[src/design/rwas_pkg.sv]
// ----------------------------------------------------------------------------
// rwas_pkg
// Shared types and constants for the replay window and ack scheduler.
// ----------------------------------------------------------------------------
package rwas_pkg;

  localparam int SEQ_W    = 48;
  localparam int CNT_W    = 4;
  localparam int ADDR_W   = 4;
  localparam int PDATA_W  = 32;

  localparam logic [CNT_W-1:0] UNACKED_MAX = 4'd15;

  typedef enum logic [1:0] {
    ST_ACCEPT = 2'd0,
    ST_WRAP   = 2'd1,
    ST_OLD    = 2'd2,
    ST_DUP    = 2'd3
  } status_e;

  typedef enum logic [1:0] {
    TMR_NONE      = 2'd0,
    TMR_DELAYED   = 2'd1,
    TMR_IMMEDIATE = 2'd2
  } timer_e;

  typedef enum logic [2:0] {
    PK_DROP   = 3'd0,
    PK_FLUSH  = 3'd1,
    PK_CONTIG = 3'd2,
    PK_GAP    = 3'd3,
    PK_LATE   = 3'd4
  } pkt_kind_e;

  typedef enum logic [1:0] {
    REG_DELAY_ACK_EN = 2'd0,
    REG_DATA_ACK_THR = 2'd1,
    REG_ACK_ONLY_THR = 2'd2
  } reg_idx_e;

  typedef struct packed {
    logic             delay_ack_enable;
    logic [CNT_W-1:0] data_ack_threshold;
    logic [CNT_W-1:0] ack_only_threshold;
  } cfg_t;

  typedef struct packed {
    pkt_kind_e        kind;
    status_e          status;
    logic [SEQ_W-1:0] full_seq;
    logic [SEQ_W-1:0] highest_seq;
  } win_info_t;

  typedef struct packed {
    timer_e           timer_action;
    logic             flush_valid;
    logic [SEQ_W-1:0] flush_seq;
    logic [CNT_W-1:0] flush_count;
    logic             direct_ack_valid;
    logic [SEQ_W-1:0] direct_ack_seq;
  } ack_res_t;

endpackage

[src/design/rwas_regs.sv]
// ----------------------------------------------------------------------------
// rwas_regs
// APB register file holding the delayed-ack enable and the ack scheduling thresholds.
// ----------------------------------------------------------------------------
module rwas_regs import rwas_pkg::*; (
  input  logic               clk_i,
  input  logic               rst_ni,
  input  logic               psel,
  input  logic               penable,
  input  logic               pwrite,
  input  logic [ADDR_W-1:0]  paddr,
  input  logic [PDATA_W-1:0] pwdata,
  output logic [PDATA_W-1:0] prdata,
  output logic               pready,
  output cfg_t               cfg_o
);

  cfg_t cfg_q, cfg_d;
  logic wr_en;

  assign pready = 1'b1;
  assign wr_en  = psel && penable && pwrite;
  assign cfg_o  = cfg_q;

  always_comb begin
    cfg_d = cfg_q;
    if (wr_en) begin
      case (paddr[ADDR_W-1:2])
        REG_DELAY_ACK_EN: cfg_d.delay_ack_enable   = pwdata[0];
        REG_DATA_ACK_THR: cfg_d.data_ack_threshold = pwdata[CNT_W-1:0];
        REG_ACK_ONLY_THR: cfg_d.ack_only_threshold = pwdata[CNT_W-1:0];
        default: ;
      endcase
    end
  end

  always_comb begin
    case (paddr[ADDR_W-1:2])
      REG_DELAY_ACK_EN: prdata = PDATA_W'(cfg_q.delay_ack_enable);
      REG_DATA_ACK_THR: prdata = PDATA_W'(cfg_q.data_ack_threshold);
      REG_ACK_ONLY_THR: prdata = PDATA_W'(cfg_q.ack_only_threshold);
      default:          prdata = '0;
    endcase
  end

  always_ff @(posedge clk_i or negedge rst_ni) begin
    if (!rst_ni) begin
      cfg_q.delay_ack_enable   <= 1'b1;
      cfg_q.data_ack_threshold <= 4'd2;
      cfg_q.ack_only_threshold <= 4'd4;
    end else begin
      cfg_q <= cfg_d;
    end
  end

endmodule

[src/design/rwas_window.sv]
// ----------------------------------------------------------------------------
// rwas_window
// Sequence extension, replay check and sliding window state.
// ----------------------------------------------------------------------------
module rwas_window import rwas_pkg::*; #(
  parameter int WINDOW_BITS    = 32,
  parameter int SEQ_FIELD_BITS = 24
) (
  input  logic                      clk_i,
  input  logic                      rst_ni,
  input  logic                      update_i,
  input  logic                      req_type_i,
  input  logic [SEQ_FIELD_BITS-1:0] seq_field_i,
  output win_info_t                 info_o
);

  localparam int IW = $clog2(WINDOW_BITS);

  logic [SEQ_W-1:0]          highest_q, highest_d;
  logic [WINDOW_BITS-1:0]    mask_q, mask_d;
  logic [SEQ_FIELD_BITS-1:0] raw;
  logic [SEQ_FIELD_BITS-1:0] mag;
  logic                      neg;
  logic [SEQ_W-1:0]          mag_ext;
  logic [SEQ_W:0]            sum;
  logic [SEQ_W:0]            diff;
  logic [SEQ_W-1:0]          pkt;
  logic                      mag_zero;
  logic                      mag_one;
  logic                      mag_lt_w;
  logic [IW-1:0]             mag_idx;

  always_comb begin
    raw      = seq_field_i - highest_q[SEQ_FIELD_BITS-1:0];
    neg      = raw[SEQ_FIELD_BITS-1];
    mag      = neg ? (SEQ_FIELD_BITS'(0) - raw) : raw;
    mag_ext  = SEQ_W'(mag);
    sum      = {1'b0, highest_q} + {1'b0, mag_ext};
    diff     = {1'b0, highest_q} - {1'b0, mag_ext};
    pkt      = neg ? diff[SEQ_W-1:0] : sum[SEQ_W-1:0];
    mag_zero = (mag == '0);
    mag_one  = (mag == SEQ_FIELD_BITS'(1));
    mag_lt_w = (mag < SEQ_FIELD_BITS'(WINDOW_BITS));
    mag_idx  = mag[IW-1:0];
  end

  always_comb begin
    info_o.highest_seq = highest_q;
    info_o.full_seq    = pkt;
    info_o.status      = ST_ACCEPT;
    info_o.kind        = PK_LATE;
    if (req_type_i) begin
      info_o.kind     = PK_FLUSH;
      info_o.full_seq = '0;
    end else if (!neg && !mag_zero) begin
      if (sum[SEQ_W]) begin
        info_o.kind   = PK_DROP;
        info_o.status = ST_WRAP;
      end else begin
        info_o.kind = mag_one ? PK_CONTIG : PK_GAP;
      end
    end else if (neg && !mag_lt_w) begin
      info_o.kind   = PK_DROP;
      info_o.status = ST_OLD;
    end else if (neg && diff[SEQ_W]) begin
      info_o.kind   = PK_DROP;
      info_o.status = ST_WRAP;
    end else if (mask_q[mag_idx]) begin
      info_o.kind   = PK_DROP;
      info_o.status = ST_DUP;
    end
  end

  always_comb begin
    highest_d = highest_q;
    mask_d    = mask_q;
    if (update_i) begin
      case (info_o.kind)
        PK_CONTIG: begin
          highest_d = pkt;
          mask_d    = {mask_q[WINDOW_BITS-2:0], 1'b1};
        end
        PK_GAP: begin
          highest_d = pkt;
          mask_d    = mag_lt_w ? ((mask_q << mag_idx) | WINDOW_BITS'(1)) : WINDOW_BITS'(1);
        end
        PK_LATE: mask_d = mask_q | (WINDOW_BITS'(1) << mag_idx);
        default: ;
      endcase
    end
  end

  always_ff @(posedge clk_i or negedge rst_ni) begin
    if (!rst_ni) begin
      highest_q <= '0;
      mask_q    <= WINDOW_BITS'(1);
    end else begin
      highest_q <= highest_d;
      mask_q    <= mask_d;
    end
  end

endmodule

[src/design/rwas_ack.sv]
// ----------------------------------------------------------------------------
// rwas_ack
// Ack counters, timer arming and ack action decision per packet.
// ----------------------------------------------------------------------------
module rwas_ack import rwas_pkg::*; #(
  parameter int ACK_COUNT_MAX = 15
) (
  input  logic      clk_i,
  input  logic      rst_ni,
  input  logic      update_i,
  input  cfg_t      cfg_i,
  input  logic      ack_wanted_i,
  input  win_info_t info_i,
  output ack_res_t  res_o
);

  localparam int CW = $clog2(ACK_COUNT_MAX + 1);

  logic [CW-1:0]    contig_q, contig_d, contig_inc;
  logic [CNT_W-1:0] unacked_q, unacked_d, unacked_inc;
  logic             armed_q, armed_d;
  logic [CW-1:0]    flush_cnt_sel;
  logic [CW+3:0]    flush_cnt_ext;
  logic             at_limit;
  logic             do_flush;

  always_comb begin
    contig_inc  = (contig_q < CW'(ACK_COUNT_MAX)) ? contig_q + CW'(1) : contig_q;
    unacked_inc = (unacked_q < UNACKED_MAX) ? unacked_q + CNT_W'(1) : unacked_q;
    at_limit    = (unacked_inc >= cfg_i.ack_only_threshold);
  end

  always_comb begin
    contig_d           = contig_q;
    unacked_d          = unacked_q;
    armed_d            = armed_q;
    do_flush           = 1'b0;
    flush_cnt_sel      = contig_q;
    res_o.timer_action = TMR_NONE;
    res_o.flush_valid  = 1'b0;
    res_o.flush_seq    = '0;
    res_o.direct_ack_valid = 1'b0;
    res_o.direct_ack_seq   = '0;

    case (info_i.kind)
      PK_CONTIG: begin
        contig_d  = contig_inc;
        unacked_d = unacked_inc;
        if (at_limit) begin
          do_flush          = 1'b1;
          flush_cnt_sel     = contig_inc;
          res_o.flush_valid = (unacked_inc != '0);
          res_o.flush_seq   = info_i.full_seq;
        end else if (ack_wanted_i) begin
          if (cfg_i.delay_ack_enable && (unacked_inc < cfg_i.data_ack_threshold)) begin
            if (!armed_q) begin
              res_o.timer_action = TMR_DELAYED;
              armed_d            = 1'b1;
            end
          end else begin
            res_o.timer_action = TMR_IMMEDIATE;
            armed_d            = 1'b1;
          end
        end
      end
      PK_GAP, PK_LATE, PK_FLUSH: begin
        do_flush          = 1'b1;
        res_o.flush_valid = (unacked_q != '0);
        res_o.flush_seq   = info_i.highest_seq;
        if (info_i.kind == PK_GAP) begin
          contig_d = '0;
        end
        if (info_i.kind != PK_FLUSH && ack_wanted_i) begin
          res_o.direct_ack_valid = 1'b1;
          res_o.direct_ack_seq   = info_i.full_seq;
        end
      end
      default: ;
    endcase

    if (do_flush) begin
      unacked_d = '0;
      armed_d   = 1'b0;
    end
    if (!res_o.flush_valid) begin
      res_o.flush_seq = '0;
    end

    flush_cnt_ext     = {4'b0000, flush_cnt_sel};
    res_o.flush_count = res_o.flush_valid ? flush_cnt_ext[CNT_W-1:0] : '0;
  end

  always_ff @(posedge clk_i or negedge rst_ni) begin
    if (!rst_ni) begin
      contig_q  <= '0;
      unacked_q <= '0;
      armed_q   <= 1'b0;
    end else if (update_i) begin
      contig_q  <= contig_d;
      unacked_q <= unacked_d;
      armed_q   <= armed_d;
    end
  end

endmodule

[src/design/replay_window_ack_scheduler_top.sv]
// ----------------------------------------------------------------------------
// replay_window_ack_scheduler_top
// Receive-side anti-replay window with delayed and immediate ack scheduling.
// ----------------------------------------------------------------------------
// One word is accepted every clock cycle while in_stall_o is low: the word
// is captured in an input register, then the sequence
// extension, replay check and ack decision run in one pass and land in the
// result register while the window, mask and counters update at the same
// edge. The loop through the 48-bit extension adder and the
// mask shift sets the throughput of one word per cycle when nothing stalls. Stall on the result
// side backs up through both registers.
module replay_window_ack_scheduler_top import rwas_pkg::*; #(
  parameter int WINDOW_BITS    = 32,
  parameter int SEQ_FIELD_BITS = 24,
  parameter int ACK_COUNT_MAX  = 15
) (
  input  logic                      clk_i,
  input  logic                      rst_ni,

  input  logic                      psel,
  input  logic                      penable,
  input  logic                      pwrite,
  input  logic [ADDR_W-1:0]         paddr,
  input  logic [PDATA_W-1:0]        pwdata,
  output logic [PDATA_W-1:0]        prdata,
  output logic                      pready,

  input  logic                      in_valid_i,
  output logic                      in_stall_o,
  input  logic                      req_type_i,
  input  logic [SEQ_FIELD_BITS-1:0] seq_field_i,
  input  logic                      ack_wanted_i,

  output logic                      out_valid_o,
  input  logic                      out_stall_i,
  output logic [1:0]                status_o,
  output logic [SEQ_W-1:0]          full_seq_o,
  output logic [1:0]                timer_action_o,
  output logic                      flush_valid_o,
  output logic [SEQ_W-1:0]          flush_seq_o,
  output logic [CNT_W-1:0]          flush_count_o,
  output logic                      direct_ack_valid_o,
  output logic [SEQ_W-1:0]          direct_ack_seq_o
);

  cfg_t      cfg;
  win_info_t win_info;
  ack_res_t  ack_res;

  logic                      in_valid_q;
  logic                      req_type_q;
  logic [SEQ_FIELD_BITS-1:0] seq_field_q;
  logic                      ack_wanted_q;

  logic                      out_valid_q;
  status_e                   status_q;
  logic [SEQ_W-1:0]          full_seq_q;
  ack_res_t                  res_q;

  logic out_ready;
  logic fire;
  logic in_load;

  assign out_ready  = !out_valid_q || !out_stall_i;
  assign fire       = in_valid_q && out_ready;
  assign in_stall_o = in_valid_q && !out_ready;
  assign in_load    = in_valid_i && !in_stall_o;

  rwas_regs u_regs (
    .clk_i   (clk_i),
    .rst_ni  (rst_ni),
    .psel    (psel),
    .penable (penable),
    .pwrite  (pwrite),
    .paddr   (paddr),
    .pwdata  (pwdata),
    .prdata  (prdata),
    .pready  (pready),
    .cfg_o   (cfg)
  );

  rwas_window #(
    .WINDOW_BITS    (WINDOW_BITS),
    .SEQ_FIELD_BITS (SEQ_FIELD_BITS)
  ) u_window (
    .clk_i       (clk_i),
    .rst_ni      (rst_ni),
    .update_i    (fire),
    .req_type_i  (req_type_q),
    .seq_field_i (seq_field_q),
    .info_o      (win_info)
  );

  rwas_ack #(
    .ACK_COUNT_MAX (ACK_COUNT_MAX)
  ) u_ack (
    .clk_i        (clk_i),
    .rst_ni       (rst_ni),
    .update_i     (fire),
    .cfg_i        (cfg),
    .ack_wanted_i (ack_wanted_q),
    .info_i       (win_info),
    .res_o        (ack_res)
  );

  // input register
  always_ff @(posedge clk_i or negedge rst_ni) begin
    if (!rst_ni) begin
      in_valid_q <= 1'b0;
    end else if (!in_stall_o) begin
      in_valid_q <= in_valid_i;
    end
  end

  always_ff @(posedge clk_i) begin
    if (in_load) begin
      req_type_q   <= req_type_i;
      seq_field_q  <= seq_field_i;
      ack_wanted_q <= ack_wanted_i;
    end
  end

  // result register
  always_ff @(posedge clk_i or negedge rst_ni) begin
    if (!rst_ni) begin
      out_valid_q <= 1'b0;
    end else if (out_ready) begin
      out_valid_q <= fire;
    end
  end

  always_ff @(posedge clk_i) begin
    if (fire) begin
      status_q   <= win_info.status;
      full_seq_q <= win_info.full_seq;
      res_q      <= ack_res;
    end
  end

  assign out_valid_o        = out_valid_q;
  assign status_o           = status_q;
  assign full_seq_o         = full_seq_q;
  assign timer_action_o     = res_q.timer_action;
  assign flush_valid_o      = res_q.flush_valid;
  assign flush_seq_o        = res_q.flush_seq;
  assign flush_count_o      = res_q.flush_count;
  assign direct_ack_valid_o = res_q.direct_ack_valid;
  assign direct_ack_seq_o   = res_q.direct_ack_seq;

  // dropped words carry no ack action
  a_drop_no_action: assert property (@(posedge clk_i) disable iff (!rst_ni)
    out_valid_o && (status_o != ST_ACCEPT) |->
      !flush_valid_o && !direct_ack_valid_o && (timer_action_o == TMR_NONE))
    else $error("dropped word carries an ack action");

  a_stall_only_full: assert property (@(posedge clk_i) disable iff (!rst_ni)
    in_stall_o |-> out_valid_o && out_stall_i)
    else $error("input stalled while result side can advance");

  a_flush_no_timer: assert property (@(posedge clk_i) disable iff (!rst_ni)
    out_valid_o && flush_valid_o |-> (timer_action_o == TMR_NONE))
    else $error("flush and timer start in the same word");

  a_direct_seq: assert property (@(posedge clk_i) disable iff (!rst_ni)
    out_valid_o && direct_ack_valid_o |-> (direct_ack_seq_o == full_seq_o))
    else $error("direct ack sequence differs from packet sequence");

endmodule
[config.mk]
export PLATFORM = sky130hd
export DESIGN_NAME = replay_window_ack_scheduler_top
export DESIGN_NICKNAME = d
export VERILOG_FILES = /design/src/design/rwas_pkg.sv /design/src/design/rwas_regs.sv /design/src/design/rwas_window.sv /design/src/design/rwas_ack.sv /design/src/design/replay_window_ack_scheduler_top.sv
export SDC_FILE = /design/constraint.sdc
export NUM_CORES = 1
export LEC_CHECK = 0
export BUFFER_PORTS_ARGS = -buffer_cell sky130_fd_sc_hd__clkbuf_2
export CORE_ASPECT_RATIO = 1.1
export CORE_MARGIN = 2
export CORE_UTILIZATION = 40
export DETAILED_ROUTE_END_ITERATION = 6
export SETUP_SLACK_MARGIN = 0.15
export SLEW_MARGIN = 0
export SYNTH_ARGS = -nofsm -noshare
export SYNTH_HDL_FRONTEND = slang
export SYNTH_SLANG_ARGS = --single-unit
export TNS_END_PERCENT = 50
[constraint.sdc]
create_clock -name clk_i -period 8.4 [get_ports clk_i]
set_clock_uncertainty 0.05 [all_clocks]
set_input_delay 1.68 -clock clk_i [delete_from_list [all_inputs] [get_ports clk_i]]
set_output_delay 1.68 -clock clk_i [all_outputs]
set_load 0.05 [all_outputs]
== Word-level counts from Yosys, hierarchy flattened ==
Cells that the tools add are included.

* Memory bits (read-only): 0
* Output and inout port bits: 189
* Memories kept: 0
* Input port bits: 69
* Bits in latches: 0
* Word-level logic and storage cells: 124
* Bits in writable memories: 0
* Register bits after elaboration: 280

* Multiplexer cells: 35
* $add $sub $neg: 6
* Shift-type cells: 2
* Reduce and logical (&&, ||, !) cells: 39
* Equal/unequal tests: 10
* $mul: 0
* $lt $le $gt $ge: 6
* Bitwise operators: 4
* Divide/modulo/power cells: 0

{| class="wikitable"
|+ Operator list
! cell !! number
|-
| 2-to-1 mux 49 bit || 2
|-
| one-hot mux 49 bit (2 select lines) || 1
|-
| 2-to-1 mux 48 bit || 2
|-
| one-hot mux 32 bit (3 select lines) || 1
|-
| adder 48 x 24 -> 49 bit || 1
|-
| subtractor 48 x 24 -> 49 bit || 1
|-
| 2-to-1 mux 32 bit || 1
|-
| OR 32 bit || 1
|-
| left shift 1 x 5 -> 32 bit (first input constant) || 1
|-
| left shift 32 x 5 -> 32 bit || 1
|-
| 2-to-1 mux 4 bit || 7
|-
| == test 24 x 1 -> 1 bit (second input constant) || 1
|-
| zero test 24 bit || 1
|-
| less-than comparator 24 x 6 -> 1 bit (second input constant) || 1
|-
| 2-to-1 mux 24 bit || 1
|-
| subtractor 1 x 24 -> 24 bit (first input constant) || 1
|-
| subtractor 24 bit || 1
|-
| 2-to-1 mux 5 bit || 4
|-
| AND reduction 2 bit || 7
|-
| one-hot mux 4 bit (3 select lines) || 1
|-
| logical AND 1 bit || 10
|-
| 2-to-1 mux 1 bit || 9
|-
| adder 4 x 1 -> 4 bit (second input constant) || 2
|-
| less-than comparator 4 bit (second input constant) || 2
|-
| other kinds (28) || 42
|}

== Depth between registers and ports, before layout ==
* Depth after elaboration: 15
* Gate-level depth with buffers: 36
* Mapped depth without buffers: 27

== Hierarchy ==
Synthesis repeated with hierarchy kept, for this count alone.

* Cells, all modules: 2171
* Area, all modules: 19809.0 um^2

{| class="wikitable"
|+ By module, submodules not included
! module !! instances !! area each (um^2) !! cells an instance !! seq. area each (um^2)
|-
| rwas_window || 1 || 11700.0 || 1643 || 2003.2
|-
| replay_window_ack_scheduler_top || 1 || 5497.8 || 188 || 5455.2
|-
| rwas_ack || 1 || 1944.4 || 279 || 225.2
|-
| rwas_regs || 1 || 666.9 || 61 || 229.0
|}

== Worst setup path after synthesis ==
OpenSTA, ideal clock, no wires.

* Kind: register to register
* Start: register u_window.highest_q[19]
* End: register res_q, in the netlist direct_ack_seq_o[47], data pin
* Path buffers: 12
* Period minus slack after synthesis: 7.783 ns
* Arrival: 7.598 ns
* Setup slack: 0.617 ns
* Data required time: 8.215 ns
* Stages on the path, launching flop included: 36
* Cell sequence: dfrtp_1 -> inv_1 -> ha_1 -> clkbuf_1 -> nand4_1 -> nor3_1 -> o21ai_0 -> a211oi_1 -> a211o_1 -> buf_2 -> buf_1 -> clkbuf_1 -> buf_1 -> clkbuf_1 -> a21oi_1 -> xor2_1 -> ha_1 -> clkbuf_1 -> nor4_1 -> inv_1 -> a2111oi_0 -> or3_1 -> a21oi_1 -> o21ai_0 -> o31ai_1 -> a2111oi_4 -> nor2_2 -> or4_1 -> buf_2 -> and2_1 -> clkbuf_1 -> or3b_1 -> buf_2 -> buf_6 -> buf_8 -> nor2_4

* Cells in the longest elaborated chain, start to end: 12

{| class="wikitable"
|+ RTL lines
! element !! RTL line !! RTL
|-
| start: declaration || rwas_window.sv:19 || <nowiki>logic [SEQ_W-1:0] highest_q, highest_d;</nowiki>
|-
| start signal: assignment || rwas_window.sv:98 || <nowiki>highest_q <= highest_d;</nowiki>
|-
| subtractor 24 bit || rwas_window.sv:34 || <nowiki>raw = seq_field_i - highest_q[SEQ_FIELD_BITS-1:0];</nowiki>
|-
| subtractor 1 x 24 -> 24 bit or 2-to-1 mux 24 bit (tied branches) || rwas_window.sv:36 || <nowiki>mag = neg ? (SEQ_FIELD_BITS'(0) - raw) : raw;</nowiki>
|-
| 2-to-1 mux 24 bit or binary-select mux 1 bit (select 5 bit) (tied branches) || rwas_window.sv:36, rwas_window.sv:68 ||
|-
| subtractor 48 x 24 -> 49 bit (tied with other cells) || rwas_window.sv:39 || <nowiki>diff = {1'b0, highest_q} - {1'b0, mag_ext};</nowiki>
|-
| logical AND 1 bit (tied with other cells) || rwas_window.sv:65 || <nowiki>end else if (neg && diff[SEQ_W]) begin</nowiki>
|-
| 2-to-1 mux 5 bit or logical AND 1 bit (tied branches) || rwas_window.sv:65, rwas_window.sv:62 ||
|-
| 2-to-1 mux 5 bit || rwas_window.sv:62 || <nowiki>end else if (neg && !mag_lt_w) begin</nowiki>
|-
| 2-to-1 mux 5 bit || rwas_window.sv:55 || <nowiki>end else if (!neg && !mag_zero) begin</nowiki>
|-
| 2-to-1 mux 3 bit || rwas_window.sv:52 || <nowiki>if (req_type_i) begin</nowiki>
|-
| == test 3 bit (tied with other cells) || rwas_ack.sv:45 || <nowiki>case (info_i.kind)</nowiki>
|-
| OR reduction 3 bit or logical AND 1 bit (tied branches) || rwas_ack.sv:45, rwas_ack.sv:73 ||
|-
| AND reduction 2 bit (no line) || -- ||
|-
| end signal: assignment || replay_window_ack_scheduler_top.sv:136 || <nowiki>res_q <= ack_res;</nowiki>
|-
| end: declaration || replay_window_ack_scheduler_top.sv:58 || <nowiki>ack_res_t res_q;</nowiki>
|}

Parallel ways exist; a longest one is shown, timed or not. The select of a mux whose other input is x is not followed.
A chain may end at the register's enable or synchronous reset.

==> impl_metrics.ini <==
[run_status]
status = finished clean

[floorplan]
die_h_um = 238
placementRows = 85
die-area_um2 = 51500
fp.dieW_um = 217
initial_utilization_pct = 40.6
core_area_um2 = 49000
pin_count = 258

[critical_path]
startpoint_type = register
cp_data_required_time_ns = 8.66
critical_path.max_fanout = 16
arrival_ns = 7.94
crit_path_start = u_window.highest_q[4]
end_kind = register
worstSetupPathType = register to register
rr_startpoint = u_window.highest_q[4]

[logic_synthesis]
ys_seq_elements = 280
async_flop_share_pct = 35.7
ys_warn_count = 0
synth_cells = 2271
synth_top_area_share_pct = 27.2
synth_area_per_cell_um2 = 8.76
synth_area_leaders = edfxtp_1, dfrtp_1, nor2_1
ys_seq_area_share_pct = 39.8
synth_edf_count = 180
synthFlopType = edfxtp_1
synth_top_cell_by_area = edfxtp_1
synthDistinctLibCells = 101
synth_area_um2 = 19900

[finish]
syn_to_final_growth_pct = 14.3
fin_area_um2 = 22700
antenna_cells = 0
multi_input_area_um2 = 11100
nets = 2583
register_area_um2 = 7910
fillCellCount = 4779
layout-drive-gt1-share_pct = 15.5

[sta]
fin_crit_sh_pct = 91.4
final.setup.tns_ns = 0
maxSlewViolCount = 0
setup_viol = 0
finalCriticalPeriod_ns = 7.68
slew_headroom_pct = 24.9
worst_slack_ns = 0.719
rsz0062_at_grt = false
hold_viol = 0
max_clock_freq_mhz = 130
tightest_slew_ns = 1.12

[clock_network]
cts_tree = yes
insertion_delay_ns = 0.59
cts_max_path_buffers = 3
cts.sinks = 280
postCtsHoldBufs = 0
cts.clk_slew.worst_paths_ns = 0.07
h-tree-depth = 1
numCtsBuffers = 30
cts_root_buf = clkbuf_16

[placement]
gp_congestion = 0.921
dpl.hpwl_um = 49000
portBuffers = 198
dpl-instance-area_um2 = 21600
dp_slack_ns = 0.337

[route]
wl_met2_um = 30100
route.final.wire_length_um = 65500
highest_layer = met4
drt_iter0_markers = 1651
wl_per_cell_um = 21.1
met1_length_um = 30200
viasPerCell = 5.79
num_vias = 18000
route.met3.wl_um = 3500
ant_nets = 0
drt_pass1_iterations = 5
drc_errors = 0

[worst_hold_path]
hp-class = register to register
holdCritStartpoint = in_valid_q

[grt]
grt_pass1_wl_um = 101000
grt_antenna_before_repair = 0
gr-total-overflow = 0
track_usage_pct = 24.9
grt_pass1_vias = 16800
grt_max_degree = 82

[job]
cap_violations = 0
-- worst paths after layout --
check | endpoint | slack (ns) | cells past startpoint
setup reg to reg | full_seq_o[43] | 0.72 | 25
max in group asynchronous | u_window.highest_q[1] | 5.92 | 2
setup / recovery | full_seq_o[43] | 0.72 | 25
min in group asynchronous | u_regs.cfg_o[1] | 1.05 | 1
hold / removal | out_valid_o | 0.46 | 1
hold reg to reg | out_valid_o | 0.46 | 1
-- cell usage after synthesis (16+ instances only) --
| master | count |
|---|---|
| xor2_1 | 38 |
| a21oi_1 | 191 |
| xnor2_1 | 61 |
| and2_1 | 20 |
| and3_1 | 21 |
| edfxtp_1 | 180 |
| a31oi_1 | 44 |
| a21o_1 | 20 |
| a211oi_1 | 27 |
| nor4_1 | 24 |
| ha_1 | 80 |
| nand3_1 | 55 |
| nand2b_1 | 34 |
| inv_1 | 97 |
| mux2i_1 | 61 |
| o31ai_1 | 16 |
| or3_1 | 22 |
| buf_4 | 29 |
| nor3_1 | 70 |
| nand4_1 | 18 |
| nand2_1 | 203 |
| dfrtp_1 | 96 |
| nor2_1 | 309 |
| o21ai_0 | 117 |
| clkbuf_1 | 97 |
| o22ai_1 | 23 |
-- placed cells by master, fill, tap and decap left out, drive strengths merged, types with 16 or more instances in the layout --
master	netlist	final
clkbuf	97	234
or3	22	22
inv	99	100
xor2	39	39
a211oi	30	30
conb	2	29
xnor2	63	63
o21ai	127	127
o22ai	23	23
nand2b	34	34
a21oi	192	192
nand2	203	203
nand3	55	55
dfrtp	96	96
o31ai	16	16
buf	61	62
nor2	319	319
mux2i	61	61
a21o	20	20
and2	20	20
nor3	70	70
nand4	19	19
and3	21	21
a31oi	45	45
edfxtp	180	180
nor4	27	27
ha	80	80
-- critical path, stage by stage, from the launching register on --
cell      delay (ns)
dfrtp_1         0.49
inv_1           0.08
ha_1            0.46
nand2_1         0.23
a211oi_4        0.33
o21ai_1         0.20
a21o_1          0.27
a211o_1         0.39
buf_4           0.22
a21oi_1         0.25
buf_4           0.31
ha_1            0.29
o21ba_2         0.22
o21ai_0         0.21
a21oi_1         0.16
a211oi_1        0.42
a31oi_1         0.15
o31a_1          0.16
o41ai_1         0.46
o41a_1          0.23
o21ai_0         0.15
a21oi_1         0.51
o22ai_1         0.46
nand2_1         0.21
xor2_1          0.38
nor2_1          0.08
-- cells by family after synthesis --
group / after synthesis / share of synthesized area [%]
compound gates: 629 / 20.8
flops: 280 / 39.8
other cells: 2 / 0.0378
mux: 70 / 3.64
simple gates: 847 / 20.1
buf+inv: 258 / 5.67
xor+xnor: 102 / 4.60
fa+ha+maj: 83 / 5.33
-- layer usage --
layer,vias to the layer above,track usage [%]
met5,-,0
met4,0,7.02
met3,93,2.42
met2,637,39.7
met1,8730,35.9
li1,8527,-
-- registers in the layout (all words and copies together), names as in the netlist, 4 cells and up --
signal and cells:
u_regs.cfg_o 9, flush_count_o 4, u_ack.unacked_q 4, u_window.mask_q 32
flush_seq_o 48, u_ack.contig_q 4, direct_ack_seq_o 48, seq_field_q 24
u_window.highest_q 48, full_seq_o 48
-- metrics by stage --
step           instances  util [%]  hold WS, ns
2_1_floorplan       2298         -        0.407
3_3_place_gp        3050      44.1        0.426
3_5_place_dp        3050      44.1        0.445
4_1_cts             3106      46.2        0.465
5_1_grt             3107      46.4        0.487
6_report            3107      46.4        0.455
-- timing repair --
action,CTS,global route
endpoints found under the setup margin,0,144
buffers inserted,0,1
resized for setup,0,14
-- cell type report --
class                           count  share of cell area, %
Tap cell                          652                   3.59
Clock inverter                     19                   1.06
Sequential cell                   280                   34.8
Inverter                          100                   1.67
Timing Repair Buffer              259                   6.71
Multi-Input combinational cell   1760                   48.7
Clock buffer                       37                   3.51
Power is not shown: default switching activity piles up to over one toggle a cycle in this logic, so the estimate is an artifact.
